File: src/rtl/core/fbp_pkg.sv
// ----------------------------------------------------------------------------
// fbp_pkg: shared types and constants of the fixed block pool allocator
// Widths, action and status codes, register indexes and the divider result.
// ----------------------------------------------------------------------------
package fbp_pkg;

    // Pool limits
    localparam int MAX_CHUNKS        = 256;
    localparam int MAX_CHUNK_BYTES   = 4096;
    localparam int RESET_CHUNK_SIZE  = 64;
    localparam int RESET_CHUNK_COUNT = 256;

    // Field and storage widths
    localparam int LINK_W     = $clog2(MAX_CHUNKS);
    localparam int COUNT_W    = $clog2(MAX_CHUNKS + 1);
    localparam int SIZE_W     = 13;
    localparam int REQ_W      = 16;
    localparam int OFFSET_W   = 20;
    localparam int USED_W     = 21;
    localparam int ACTION_W   = 2;
    localparam int STATUS_W   = 2;
    localparam int CFG_IDX_W  = 4;
    localparam int CFG_DATA_W = 13;

    // Divider: one quotient bit per step
    localparam int DIV_STEPS = OFFSET_W;
    localparam int DIV_CNT_W = $clog2(DIV_STEPS + 1);

    typedef logic [LINK_W-1:0]     t_link;
    typedef logic [COUNT_W-1:0]    t_count;
    typedef logic [SIZE_W-1:0]     t_size;
    typedef logic [OFFSET_W-1:0]   t_offset;
    typedef logic [USED_W-1:0]     t_used;
    typedef logic [ACTION_W-1:0]   t_action;
    typedef logic [STATUS_W-1:0]   t_status;
    typedef logic [CFG_IDX_W-1:0]  t_cfg_idx;
    typedef logic [CFG_DATA_W-1:0] t_cfg_data;

    // Action codes
    localparam t_action ACT_ALLOC = 2'd0;
    localparam t_action ACT_FREE  = 2'd1;
    localparam t_action ACT_CHECK = 2'd2;

    // Status codes
    localparam t_status ST_OK        = 2'd0;
    localparam t_status ST_TOO_LARGE = 2'd1;
    localparam t_status ST_NO_CHUNKS = 2'd2;
    localparam t_status ST_BAD_FREE  = 2'd3;

    // Register indexes
    localparam t_cfg_idx CFG_CHUNK_SIZE  = 4'd0;
    localparam t_cfg_idx CFG_CHUNK_COUNT = 4'd1;

    // Divider result toward the sequencer
    typedef struct packed {
        logic    done;
        t_offset quot;
        t_size   rem;
    } t_div_res;

endpackage

File: src/rtl/core/fixed_block_pool_allocator.sv
// ----------------------------------------------------------------------------
// fixed_block_pool_allocator: fixed-size block pool with a LIFO free list
// Allocates, frees and checks chunks; links live in a RAM, one per chunk.
// ----------------------------------------------------------------------------
//  channel | direction | handshake               | payload
//  --------+-----------+-------------------------+-------------------------------
//  request | in        | i_valid / o_ready       | action, request_size, offset
//  result  | out       | o_valid / i_ready       | status, chunk_offset,
//          |           |                         | address_valid, memory_used
//  config  | in        | i_cfg_valid/o_cfg_ready | i_cfg_index, i_cfg_data
//
// One word at a time. Allocate reads the link RAM, then loads the result; a
// rejected allocate or the unused action goes straight to the result load.
// Free and check wait for the 20-step offset divider, then load the result.
// Reset or a write to either register rebuilds the list at once: per-entry
// valid bits clear, and an entry never written reads as its default link. No sweep.
// A register write is taken only between words and holds off a waiting request.
// A result waits in the output register; the next word is accepted meanwhile,
// and its result waits in the final state until the register is taken.
// ----------------------------------------------------------------------------
module fixed_block_pool_allocator (
    input  logic                i_clk,
    input  logic                i_rst_n,
    // request
    input  logic                i_valid,
    output logic                o_ready,
    input  fbp_pkg::t_action    i_action,
    input  logic [fbp_pkg::REQ_W-1:0] i_request_size,
    input  fbp_pkg::t_offset    i_byte_offset,
    // result
    output logic                o_valid,
    input  logic                i_ready,
    output fbp_pkg::t_status    o_status,
    output fbp_pkg::t_offset    o_chunk_offset,
    output logic                o_address_valid,
    output fbp_pkg::t_used      o_memory_used,
    // configuration
    input  logic                i_cfg_valid,
    output logic                o_cfg_ready,
    input  fbp_pkg::t_cfg_idx   i_cfg_index,
    input  fbp_pkg::t_cfg_data  i_cfg_data
);

    localparam logic [1:0] S_IDLE  = 2'd0;
    localparam logic [1:0] S_ALLOC = 2'd1;
    localparam logic [1:0] S_DIV   = 2'd2;
    localparam logic [1:0] S_FIN   = 2'd3;

    // Clamp register writes into their legal ranges
    function automatic fbp_pkg::t_size clamp_size(input fbp_pkg::t_cfg_data v);
        fbp_pkg::t_size s;
        s = v[fbp_pkg::SIZE_W-1:0];
        if (s == '0) begin
            s = fbp_pkg::SIZE_W'(1);
        end else if (s > fbp_pkg::SIZE_W'(fbp_pkg::MAX_CHUNK_BYTES)) begin
            s = fbp_pkg::SIZE_W'(fbp_pkg::MAX_CHUNK_BYTES);
        end
        return s;
    endfunction

    function automatic fbp_pkg::t_count clamp_count(input fbp_pkg::t_cfg_data v);
        fbp_pkg::t_count c;
        c = v[fbp_pkg::COUNT_W-1:0];
        if (c == '0) begin
            c = fbp_pkg::COUNT_W'(1);
        end else if (c > fbp_pkg::COUNT_W'(fbp_pkg::MAX_CHUNKS)) begin
            c = fbp_pkg::COUNT_W'(fbp_pkg::MAX_CHUNKS);
        end
        return c;
    endfunction

    logic [1:0]                    r_state;
    logic                          r_out_valid;
    fbp_pkg::t_link                r_head;
    fbp_pkg::t_count               r_used;
    logic [fbp_pkg::MAX_CHUNKS-1:0] r_vld;
    fbp_pkg::t_size                r_cs;
    fbp_pkg::t_count               r_count;

    fbp_pkg::t_action              r_act;
    fbp_pkg::t_status              r_st;
    fbp_pkg::t_offset              r_off_res;
    logic                          r_addr_ok;
    fbp_pkg::t_status              r_out_status;
    fbp_pkg::t_offset              r_out_offset;
    logic                          r_out_addr_ok;
    fbp_pkg::t_used                r_out_used;

    logic                          w_acc;
    logic                          w_cfg_wr;
    logic                          w_slot;
    logic                          w_too_large;
    logic                          w_full;
    fbp_pkg::t_count               w_next_idx;
    fbp_pkg::t_link                w_dflt_link;
    fbp_pkg::t_link                w_link;
    fbp_pkg::t_offset              w_count_ext;
    logic                          w_bad_free;
    logic                          w_idx_ok;
    logic [fbp_pkg::LINK_W+fbp_pkg::SIZE_W-1:0]  w_off_prod;
    logic [fbp_pkg::COUNT_W+fbp_pkg::SIZE_W-1:0] w_used_prod;

    logic                          w_ram_we;
    logic                          w_ram_re;
    fbp_pkg::t_link                w_ram_rdata;
    logic                          w_div_start;
    fbp_pkg::t_div_res             w_div;

    // Handshakes and decisions
    always_comb begin
        w_acc       = i_valid && o_ready;
        w_cfg_wr    = i_cfg_valid && o_cfg_ready;
        w_slot      = !r_out_valid || i_ready;
        w_too_large = (i_request_size >
                       {{(fbp_pkg::REQ_W-fbp_pkg::SIZE_W){1'b0}}, r_cs});
        w_full      = (r_used >= r_count);
        // an entry never written links to the next one, the last to zero
        w_next_idx  = fbp_pkg::COUNT_W'(r_head) + fbp_pkg::COUNT_W'(1);
        w_dflt_link = (w_next_idx < r_count) ? w_next_idx[fbp_pkg::LINK_W-1:0] : '0;
        w_link      = r_vld[r_head] ? w_ram_rdata : w_dflt_link;
        w_count_ext = {{(fbp_pkg::OFFSET_W-fbp_pkg::COUNT_W){1'b0}}, r_count};
        w_idx_ok    = (w_div.quot < w_count_ext);
        w_bad_free  = (r_used == '0) || !w_idx_ok;
        w_off_prod  = r_head * r_cs;
        w_used_prod = r_used * r_cs;
        w_div_start = w_acc && ((i_action == fbp_pkg::ACT_FREE) ||
                                (i_action == fbp_pkg::ACT_CHECK));
        w_ram_re    = w_acc && (i_action == fbp_pkg::ACT_ALLOC);
        w_ram_we    = (r_state == S_DIV) && w_div.done &&
                      (r_act == fbp_pkg::ACT_FREE) && !w_bad_free;
    end

    // Take register writes only between words; a write holds off the request
    assign o_cfg_ready = (r_state == S_IDLE);
    assign o_ready     = (r_state == S_IDLE) && !i_cfg_valid;

    // Link store: reads and writes are one word apart, so they never collide
    fbp_ram #(
        .WIDTH(fbp_pkg::LINK_W),
        .DEPTH(fbp_pkg::MAX_CHUNKS)
    ) u_link_ram (
        .i_clk  (i_clk),
        .i_we   (w_ram_we),
        .i_waddr(w_div.quot[fbp_pkg::LINK_W-1:0]),
        .i_wdata(r_head),
        .i_re   (w_ram_re),
        .i_raddr(r_head),
        .o_rdata(w_ram_rdata)
    );

    fbp_div u_div (
        .i_clk     (i_clk),
        .i_rst_n   (i_rst_n),
        .i_start   (w_div_start),
        .i_dividend(i_byte_offset),
        .i_divisor (r_cs),
        .o_res     (w_div)
    );

    // Sequencer, list head, count and registers
    always_ff @(posedge i_clk) begin
        if (!i_rst_n) begin
            r_state     <= S_IDLE;
            r_out_valid <= 1'b0;
            r_head      <= '0;
            r_used      <= '0;
            r_vld       <= '0;
            r_cs        <= fbp_pkg::SIZE_W'(fbp_pkg::RESET_CHUNK_SIZE);
            r_count     <= fbp_pkg::COUNT_W'(fbp_pkg::RESET_CHUNK_COUNT);
        end else begin
            // register write rebuilds the list
            if (w_cfg_wr) begin
                unique case (i_cfg_index)
                    fbp_pkg::CFG_CHUNK_SIZE: begin
                        r_cs   <= clamp_size(i_cfg_data);
                        r_head <= '0;
                        r_used <= '0;
                        r_vld  <= '0;
                    end
                    fbp_pkg::CFG_CHUNK_COUNT: begin
                        r_count <= clamp_count(i_cfg_data);
                        r_head  <= '0;
                        r_used  <= '0;
                        r_vld   <= '0;
                    end
                    default: begin
                    end
                endcase
            end

            // load a new result word, or drop the one taken
            if ((r_state == S_FIN) && w_slot) begin
                r_out_valid <= 1'b1;
            end else if (r_out_valid && i_ready) begin
                r_out_valid <= 1'b0;
            end

            unique case (r_state)
                S_IDLE: begin
                    if (w_acc) begin
                        unique case (i_action) inside
                            fbp_pkg::ACT_ALLOC: begin
                                r_state <= (w_too_large || w_full) ? S_FIN : S_ALLOC;
                            end
                            fbp_pkg::ACT_FREE, fbp_pkg::ACT_CHECK: begin
                                r_state <= S_DIV;
                            end
                            default: begin
                                r_state <= S_FIN;
                            end
                        endcase
                    end
                end
                S_ALLOC: begin
                    // pop the head
                    r_head  <= w_link;
                    r_used  <= r_used + 1'b1;
                    r_state <= S_FIN;
                end
                S_DIV: begin
                    if (w_div.done) begin
                        // push the freed chunk
                        if (w_ram_we) begin
                            r_vld[w_div.quot[fbp_pkg::LINK_W-1:0]] <= 1'b1;
                            r_head <= w_div.quot[fbp_pkg::LINK_W-1:0];
                            r_used <= r_used - 1'b1;
                        end
                        r_state <= S_FIN;
                    end
                end
                S_FIN: begin
                    if (w_slot) begin
                        r_state <= S_IDLE;
                    end
                end
                default: begin
                    r_state <= S_IDLE;
                end
            endcase
        end
    end

    // Result payload
    always_ff @(posedge i_clk) begin
        if ((r_state == S_IDLE) && w_acc) begin
            r_act     <= i_action;
            r_off_res <= '0;
            r_addr_ok <= 1'b0;
            if (i_action == fbp_pkg::ACT_ALLOC) begin
                r_st <= w_too_large ? fbp_pkg::ST_TOO_LARGE :
                        w_full      ? fbp_pkg::ST_NO_CHUNKS : fbp_pkg::ST_OK;
            end else begin
                r_st <= fbp_pkg::ST_OK;
            end
        end
        if (r_state == S_ALLOC) begin
            r_off_res <= w_off_prod[fbp_pkg::OFFSET_W-1:0];
        end
        if ((r_state == S_DIV) && w_div.done) begin
            if (r_act == fbp_pkg::ACT_FREE) begin
                r_st <= w_bad_free ? fbp_pkg::ST_BAD_FREE : fbp_pkg::ST_OK;
            end else begin
                r_addr_ok <= w_idx_ok && (w_div.rem == '0);
            end
        end
        if ((r_state == S_FIN) && w_slot) begin
            r_out_status  <= r_st;
            r_out_offset  <= r_off_res;
            r_out_addr_ok <= r_addr_ok;
            r_out_used    <= w_used_prod[fbp_pkg::USED_W-1:0];
        end
    end

    assign o_valid         = r_out_valid;
    assign o_status        = r_out_status;
    assign o_chunk_offset  = r_out_offset;
    assign o_address_valid = r_out_addr_ok;
    assign o_memory_used   = r_out_used;

endmodule

File: src/rtl/core/fbp_ram.sv
// ----------------------------------------------------------------------------
// fbp_ram: generic single-clock RAM
// One write port and one read port, read data registered.
// ----------------------------------------------------------------------------
module fbp_ram #(
    parameter int WIDTH = 8,
    parameter int DEPTH = 256
) (
    input  logic                     i_clk,
    input  logic                     i_we,
    input  logic [$clog2(DEPTH)-1:0] i_waddr,
    input  logic [WIDTH-1:0]         i_wdata,
    input  logic                     i_re,
    input  logic [$clog2(DEPTH)-1:0] i_raddr,
    output logic [WIDTH-1:0]         o_rdata
);

    logic [WIDTH-1:0] r_mem [DEPTH];
    logic [WIDTH-1:0] r_rdata;

    // Write and registered read
    always_ff @(posedge i_clk) begin
        if (i_we) begin
            r_mem[i_waddr] <= i_wdata;
        end
        if (i_re) begin
            r_rdata <= r_mem[i_raddr];
        end
    end

    assign o_rdata = r_rdata;

endmodule

File: src/rtl/core/fbp_div.sv
// ----------------------------------------------------------------------------
// fbp_div: restoring divider for byte offset by chunk size
// One quotient bit per cycle; done is shown for one cycle after the last step.
// ----------------------------------------------------------------------------
module fbp_div (
    input  logic              i_clk,
    input  logic              i_rst_n,
    input  logic              i_start,
    input  fbp_pkg::t_offset  i_dividend,
    input  fbp_pkg::t_size    i_divisor,
    output fbp_pkg::t_div_res o_res
);

    logic                          r_busy;
    logic [fbp_pkg::DIV_CNT_W-1:0] r_cnt;
    fbp_pkg::t_offset              r_quot;
    fbp_pkg::t_size                r_rem;
    fbp_pkg::t_size                r_divisor;

    logic [fbp_pkg::SIZE_W:0] w_shift;
    logic [fbp_pkg::SIZE_W:0] w_diff;
    logic                     w_ge;

    // Shift in the next dividend bit and trial-subtract
    always_comb begin
        w_shift = {r_rem, r_quot[fbp_pkg::OFFSET_W-1]};
        w_ge    = (w_shift >= {1'b0, r_divisor});
        w_diff  = w_shift - {1'b0, r_divisor};
    end

    // Step counter
    always_ff @(posedge i_clk) begin
        if (!i_rst_n) begin
            r_busy <= 1'b0;
            r_cnt  <= '0;
        end else if (i_start) begin
            r_busy <= 1'b1;
            r_cnt  <= fbp_pkg::DIV_CNT_W'(fbp_pkg::DIV_STEPS);
        end else if (r_busy) begin
            if (r_cnt != '0) begin
                r_cnt <= r_cnt - 1'b1;
            end else begin
                r_busy <= 1'b0;
            end
        end
    end

    // Quotient and partial remainder
    always_ff @(posedge i_clk) begin
        if (i_start) begin
            r_quot    <= i_dividend;
            r_rem     <= '0;
            r_divisor <= i_divisor;
        end else if (r_busy && (r_cnt != '0)) begin
            r_quot <= {r_quot[fbp_pkg::OFFSET_W-2:0], w_ge};
            r_rem  <= w_ge ? w_diff[fbp_pkg::SIZE_W-1:0] : w_shift[fbp_pkg::SIZE_W-1:0];
        end
    end

    assign o_res.done = r_busy && (r_cnt == '0);
    assign o_res.quot = r_quot;
    assign o_res.rem  = r_rem;

endmodule

File: config.mk
export PLATFORM = sky130hd
export DESIGN_NAME = fixed_block_pool_allocator
export DESIGN_NICKNAME = d
export VERILOG_FILES = /design/src/rtl/core/fbp_pkg.sv /design/src/rtl/core/fixed_block_pool_allocator.sv /design/src/rtl/core/fbp_ram.sv /design/src/rtl/core/fbp_div.sv
export SDC_FILE = /design/constraint.sdc
export NUM_CORES = 2
export LEC_CHECK = 0
export BUFFER_PORTS_ARGS = -buffer_cell sky130_fd_sc_hd__buf_2
export CAP_MARGIN = 20
export CORE_MARGIN = 8
export CORE_UTILIZATION = 45
export CTS_CLUSTER_DIAMETER = 80
export DETAILED_ROUTE_END_ITERATION = 10
export SYNTH_ARGS = -nofsm -noshare
export SYNTH_HDL_FRONTEND = slang
export SYNTH_SLANG_ARGS = --single-unit
File: constraint.sdc
create_clock -name i_clk -period 23.4 [get_ports i_clk]
set_input_delay 3.51 -clock i_clk [delete_from_list [all_inputs] [get_ports i_clk]]
set_output_delay 3.51 -clock i_clk [all_outputs]
set_load 0.02 [all_outputs]
* After elaboration in Yosys (flattened, before gate mapping)
Memory sizes are Yosys's and may differ from the RTL's. A register that Yosys moved wholly into a read port is not among the register bits.
Index checks and enable logic that the tools add are counted.
** Cells by class
- $add $sub $neg :: 5
- $mul :: 2
- Divide/modulo/power cells :: 0
- Magnitude comparators :: 10
- Eq/ne operators :: 10
- Shift-type cells :: 0
- Muxes and demuxes :: 57
- Bitwise gates (word level) :: 2
- Reduce and logical (&&, ||, !) cells :: 45
** Operators with widths (number)
- $mux W256 :: 6
- $or A256 B256 Y256 :: 1
- $mux W20 :: 4
- $mux W9 :: 6
- $mux W8 :: 6
- $mux W13 :: 3
- $logic_not A13 Y1 :: 2
- $mux W2 :: 11
- $mul A9 B13 Y21 :: 1
- $lt A20 B9 Y1 :: 1
- $mul A8 B13 Y20 :: 1
- $logic_not A9 Y1 :: 2
- $lt A8 B9 Y1 const B :: 2
- $pmux W9 S2 :: 1
- $gt A16 B13 Y1 :: 1
- $pmux W8 S2 :: 1
- $logic_and A1 B1 Y1 :: 15
- $mux W5 :: 3
- $ge A14 B13 Y1 :: 1
- $gt A13 B13 Y1 const B :: 1
- $sub A13 B13 Y13 :: 1
- $mux W1 :: 12
- $reduce_bool A2 Y1 :: 5
- $add A8 B1 Y9 const B :: 1
- 26 further kinds :: 43
** Storage, ports and cells
- Register bits :: 419
- Bits in latches :: 0
- Memory bits (writable) :: 2048
- Memory bits (read-only) :: 0
- Bits of input ports :: 60
- Output and inout port bits :: 47
- Logic and storage cells :: 153
- Memories :: 1
** Memory list
- u_link_ram.r_mem :: words 256, bits a word 8, rd ports 1, clocked after Yosys merged registers in 1, write ports 1, RTL line fbp_ram.sv:18 : logic [WIDTH-1:0] r_mem [DEPTH];

* Depth between registers and ports, before layout
- Word-level depth :: 9
- Gate-level depth with buffers :: 26
- Gate-level depth less buffers :: 20

* Hierarchy
Synthesis repeated with hierarchy kept, for this count alone.
** Unflattened totals
- Cells, all modules :: 6631
- Area total of the unflattened synthesis :: 106596.0 µm²
** By module, submodules not included
- fbp_ram :: times used 1, cells each 3733, area an instance 79636.4 µm², seq. area each 61739.2 µm²
- fixed_block_pool_allocator :: times used 1, cells each 2647, area an instance 24153.2 µm², seq. area each 8007.7 µm²
- fbp_div :: times used 1, cells each 251, area an instance 2806.4 µm², seq. area each 1371.3 µm²

* Worst setup path before layout
No wires, ideal clock.
- Path type :: flip-flop to flip-flop
- Start point :: register r_head[2]
- End point :: register r_off_res[17] (data pin)
- Library setup time :: 0.280 ns
- Arrival :: 9.026 ns
- Required time :: 23.120 ns
- Path slack :: 14.094 ns
- Stages on the path, launching flop included :: 23
- Buffers on the path :: 7
- Clock period less this slack :: 9.306 ns
- Cells stage by stage :: dfxtp_1 -> clkbuf_1 -> clkbuf_1 -> buf_2 -> clkbuf_1 -> clkbuf_1 -> clkbuf_1 -> clkbuf_1 -> nand2_1 -> fa_1 -> fa_1 -> inv_1 -> fa_1 -> inv_1 -> fa_1 -> inv_1 -> ha_1 -> a21boi_0 -> o21ai_0 -> a21boi_0 -> o21ba_2 -> o31ai_1 -> o311ai_0
** Between the ends
- Cells in the longest elaborated chain, start to end :: 2
** RTL lines
- from (decl) :: RTL line fixed_block_pool_allocator.sv:74 : fbp_pkg::t_link r_head;
- from (signal assigned) :: RTL line fixed_block_pool_allocator.sv:216 : r_head <= w_link;
- from (signal assigned) :: RTL line fixed_block_pool_allocator.sv:225 : r_head <= w_div.quot[fbp_pkg::LINK_W-1:0];
- $mul A8 B13 Y20 :: RTL line fixed_block_pool_allocator.sv:124 : w_off_prod = r_head * r_cs;
- $mux W20 :: RTL line fixed_block_pool_allocator.sv:256 : if (r_state == S_ALLOC) begin
- to (signal assigned) :: RTL line fixed_block_pool_allocator.sv:257 : r_off_res <= w_off_prod[fbp_pkg::OFFSET_W-1:0];
- to (decl) :: RTL line fixed_block_pool_allocator.sv:82 : fbp_pkg::t_offset r_off_res;
No other way between the ends.
A chain may end at the register's enable or synchronous reset.

* Worst setup path in the final report
- Start point :: input port i_cfg_valid
- End point :: output port o_ready
** Between the ends
- Cells in the longest elaborated chain, start to end :: 2
** RTL lines
- from (decl) :: RTL line fixed_block_pool_allocator.sv:38 : input logic i_cfg_valid,
- $logic_not A1 Y1 :: RTL line fixed_block_pool_allocator.sv:135 : assign o_ready = (r_state == S_IDLE) && !i_cfg_valid;
- $logic_and A1 B1 Y1 :: RTL line fixed_block_pool_allocator.sv:135
- to (decl) :: RTL line fixed_block_pool_allocator.sv:26 : output logic o_ready,
No other way between the ends.

==> metrics.txt <==
Die X=496 um; Critical Path Start Type=input pin; core box area=0.230 mm2; DRC Markers=0; Yosys Warn Count=0; Crit Path Max Fanout=3; endpoints failing hold=0; Hold Path Cell Cnt=0; Worst Max-Slew Pin Slew=1.24 ns; critical path endpoint category=output port; Crit Path Class=in -> out; crit-path max cell delay=0.21 ns; post-CTS setup buffer count=0; Non-Filler Instances=9247; clock-pin slew on the worst setup and hold paths=0.06 ns; nets=around 6400; port buffer count=between 100 and 150; Max-cap violations=0; status=finished clean; CTS H-tree lvls=4; HP Class=reg -> reg; post-route ant nets=0; Post-synth EDFFs=2155; register bit total from synthesis=2475; cells along the critical path=buf_2 > nor2b_1 > buf_2; deepest clock path buffer count=3; count of different cell masters after synthesis=69; largest net degree at the start of global routing=257; Crit path arrival time=approximately 4.0 ns; routed len/inst=26.8 um; Worst Hold End=o_chunk_offset[5]$_DFFE_PP_; Filler Cell Count=18500; clk_lat worst skew=0.89 ns; Syn Nets=6281; CTS tree=done; Peak Freq=between 0.1 and 0.15 GHz; worst setup margin=15.89 ns; ys async rst share=0%; hold_sp=r_off_res[5]$_SDFFCE_PN0P_; initial drt markers=5124; Initial Utilization=45.2%; gr ovfl total=0; sequential share of the synthesized area=68.5%; Vias=53700; initial antenna violation count=7; Avg Cell Area, Syn=17.5 um2; Worst Reg2Reg Path Length in Cells=9; slowest CP cell=buf_2; leak pwr=37.4 nW; WL final=248000 um; Post-Synthesis Cells=5936; Main synth FF type=edfxtp_1; area of the die=0.246 mm2; slew margin rel.=~17%; Critical Path RT=19.89 ns; CTS sink cnt=2475; Slew Limit Fails=0; first-pass GRT wire length=367000 um; die height=496 um; clock root cell=clkbuf_16; fin crit period=7.51 ns; final setup violation count=0; share of cells above drive strength 1=about a fifth; total power=around 13 mW; Pwr Density=114 mW/mm2; gr usage total=around 20%; RSZ-0062 raised after global routing=no; Clock Skews=between 0.03 and 0.04 ns; most used cell, CP=buf_2; CTS Hold Bufs=0; hpwl dp=148000 um; period utilization=32.1%; Max VDD drop=0.115 mV; post_cts resized=0; Mapped Area=0.104 mm2; Via density=slightly below 6; commonest cells after routing, fill and taps aside=2155 x edfxtp_1, 731 x mux4_2, 484 x nand2_1; Placed Instances=8790; commonest non-fill, non-tap cell in the layout=edfxtp_1; FF-to-FF setup slack=16.58 ns; 1st-pass router iterations=6; R2R Path Start=r_head[1]$_SDFF_PN0_; dpl ws=15.89 ns; I/O pin cnt=107; row count=176; hold_ws=0.421 ns; vias in the first global route=between 50000 and 60000; CTS buffer count=240; Setup TNS=0 ns; area grow syn2layout=11.3%; worst r2r dst=u_link_ram.o_rdata[3]$_DFFE_PP_; GPL Wtd Cong=0.814
## per-stage QoR
stage	util, %	area, um2
final	50.3	116000
after global routing	50.3	116000
after CTS	50.3	116000
after detailed placement	46.8	108000
after global placement	46.8	108000
after floorplan	-	104000
## worst max path at each step
stage | depth (start not counted) | slack [ns] | from | endpoint
6_report | 3 | 15.89 | i_cfg_valid | o_ready
5_1_grt | 3 | 15.86 | i_cfg_valid | o_ready
4_1_cts | 3 | 15.89 | i_cfg_valid | o_ready
3_5_place_dp | 3 | 15.89 | i_cfg_valid | o_ready
3_3_place_gp | 3 | 15.85 | i_cfg_valid | o_ready
2_1_floorplan | 22 | 14.09 | r_head[2]$_SDFF_PN0_ | r_off_res[17]$_SDFFCE_PN0P_
## layer usage
metal	global-route usage, %	share of wire [%]
met1	28.7	43
met4	5.29	2.4
met2	32.2	48
met3	2.95	6.7
met5	0	0
## cells in the mapped netlist, drive strengths merged (11+ instances only)
master  count  area share [%]
edfxtp   2155              62
nand3      44            0.21
buf       109            0.57
nor4       15           0.090
xor2       11           0.093
nor2b      29            0.17
clkbuf    262            0.95
nor3       39            0.19
xnor2      36            0.30
ha        142             1.7
mux4      731              16
a22oi      23            0.17
a311oi     12            0.10
a21oi      85            0.41
nand4      23            0.14
nand2     496             1.8
and3       15           0.090
a211oi     13           0.094
and2       81            0.49
nor3b      16            0.12
inv       217            0.78
o21ai     302             1.5
dfxtp     320             6.2
mux2i      34            0.33
fa        143             2.8
nand2b     13           0.078
a21o       16            0.12
nor2      430             1.6
## sequential cells by signal (all words and copies together) (netlist names), 2 cells and up
signal and cells:
r_act 2, u_div.r_rem 13, r_off_res 20, r_used 9
r_count 9, o_chunk_offset 20, u_link_ram.r_mem 2048, r_vld 256
r_head 8, u_div.r_quot 20, u_div.r_divisor 13, u_div.r_cnt 5
u_link_ram.o_rdata 8, r_cs 13, o_status 2, o_memory_used 21
r_st 2, r_state 2
## area by class of cell
cell class | count | area [um2] | share of cell area, %
Clock inverter | 155 | 1660 | 1.43
Clock buffer | 297 | 6310 | 5.46
Multi-Input combinational cell | 2864 | 30500 | 26.4
Inverter | 226 | 848 | 0.734
Tap cell | 3026 | 3790 | 3.28
Sequential cell | 2475 | 71100 | 61.5
Antenna cell | 3 | 7.51 | 0.00649
Timing Repair Buffer | 201 | 1380 | 1.19
## power by group
group	internal, mW	switching (mW)	total, mW
sequential	5.40	0.148	5.55
combinational	1.50	2.17	3.68
clock	2.24	1.67	3.90
total	9.14	3.99	13.1
## critical path: cells and delay by family
family,cells,cell delay (ns)
buffers and inverters,2,0.31
and+or+nand+nor,1,0.18
## kinds of logic (layout without fill, tap and decap cells)
kind of cell / after synthesis / count (layout) / synth area share (%)
flip-flops: 2475 / 2475 / 68.5
AND/OR/NAND/NOR: 1226 / 1226 / 5.09
multiplexers: 767 / 767 / 16.2
buffers and inverters: 597 / 879 / 2.34
AO/OA/AOI/OAI: 538 / 538 / 3.03
adder cells (fa/ha/maj): 286 / 286 / 4.48
XOR/XNOR: 47 / 47 / 0.396
other: 0 / 3 / 0
No activity file was read; power rests on OpenSTA's default activity.
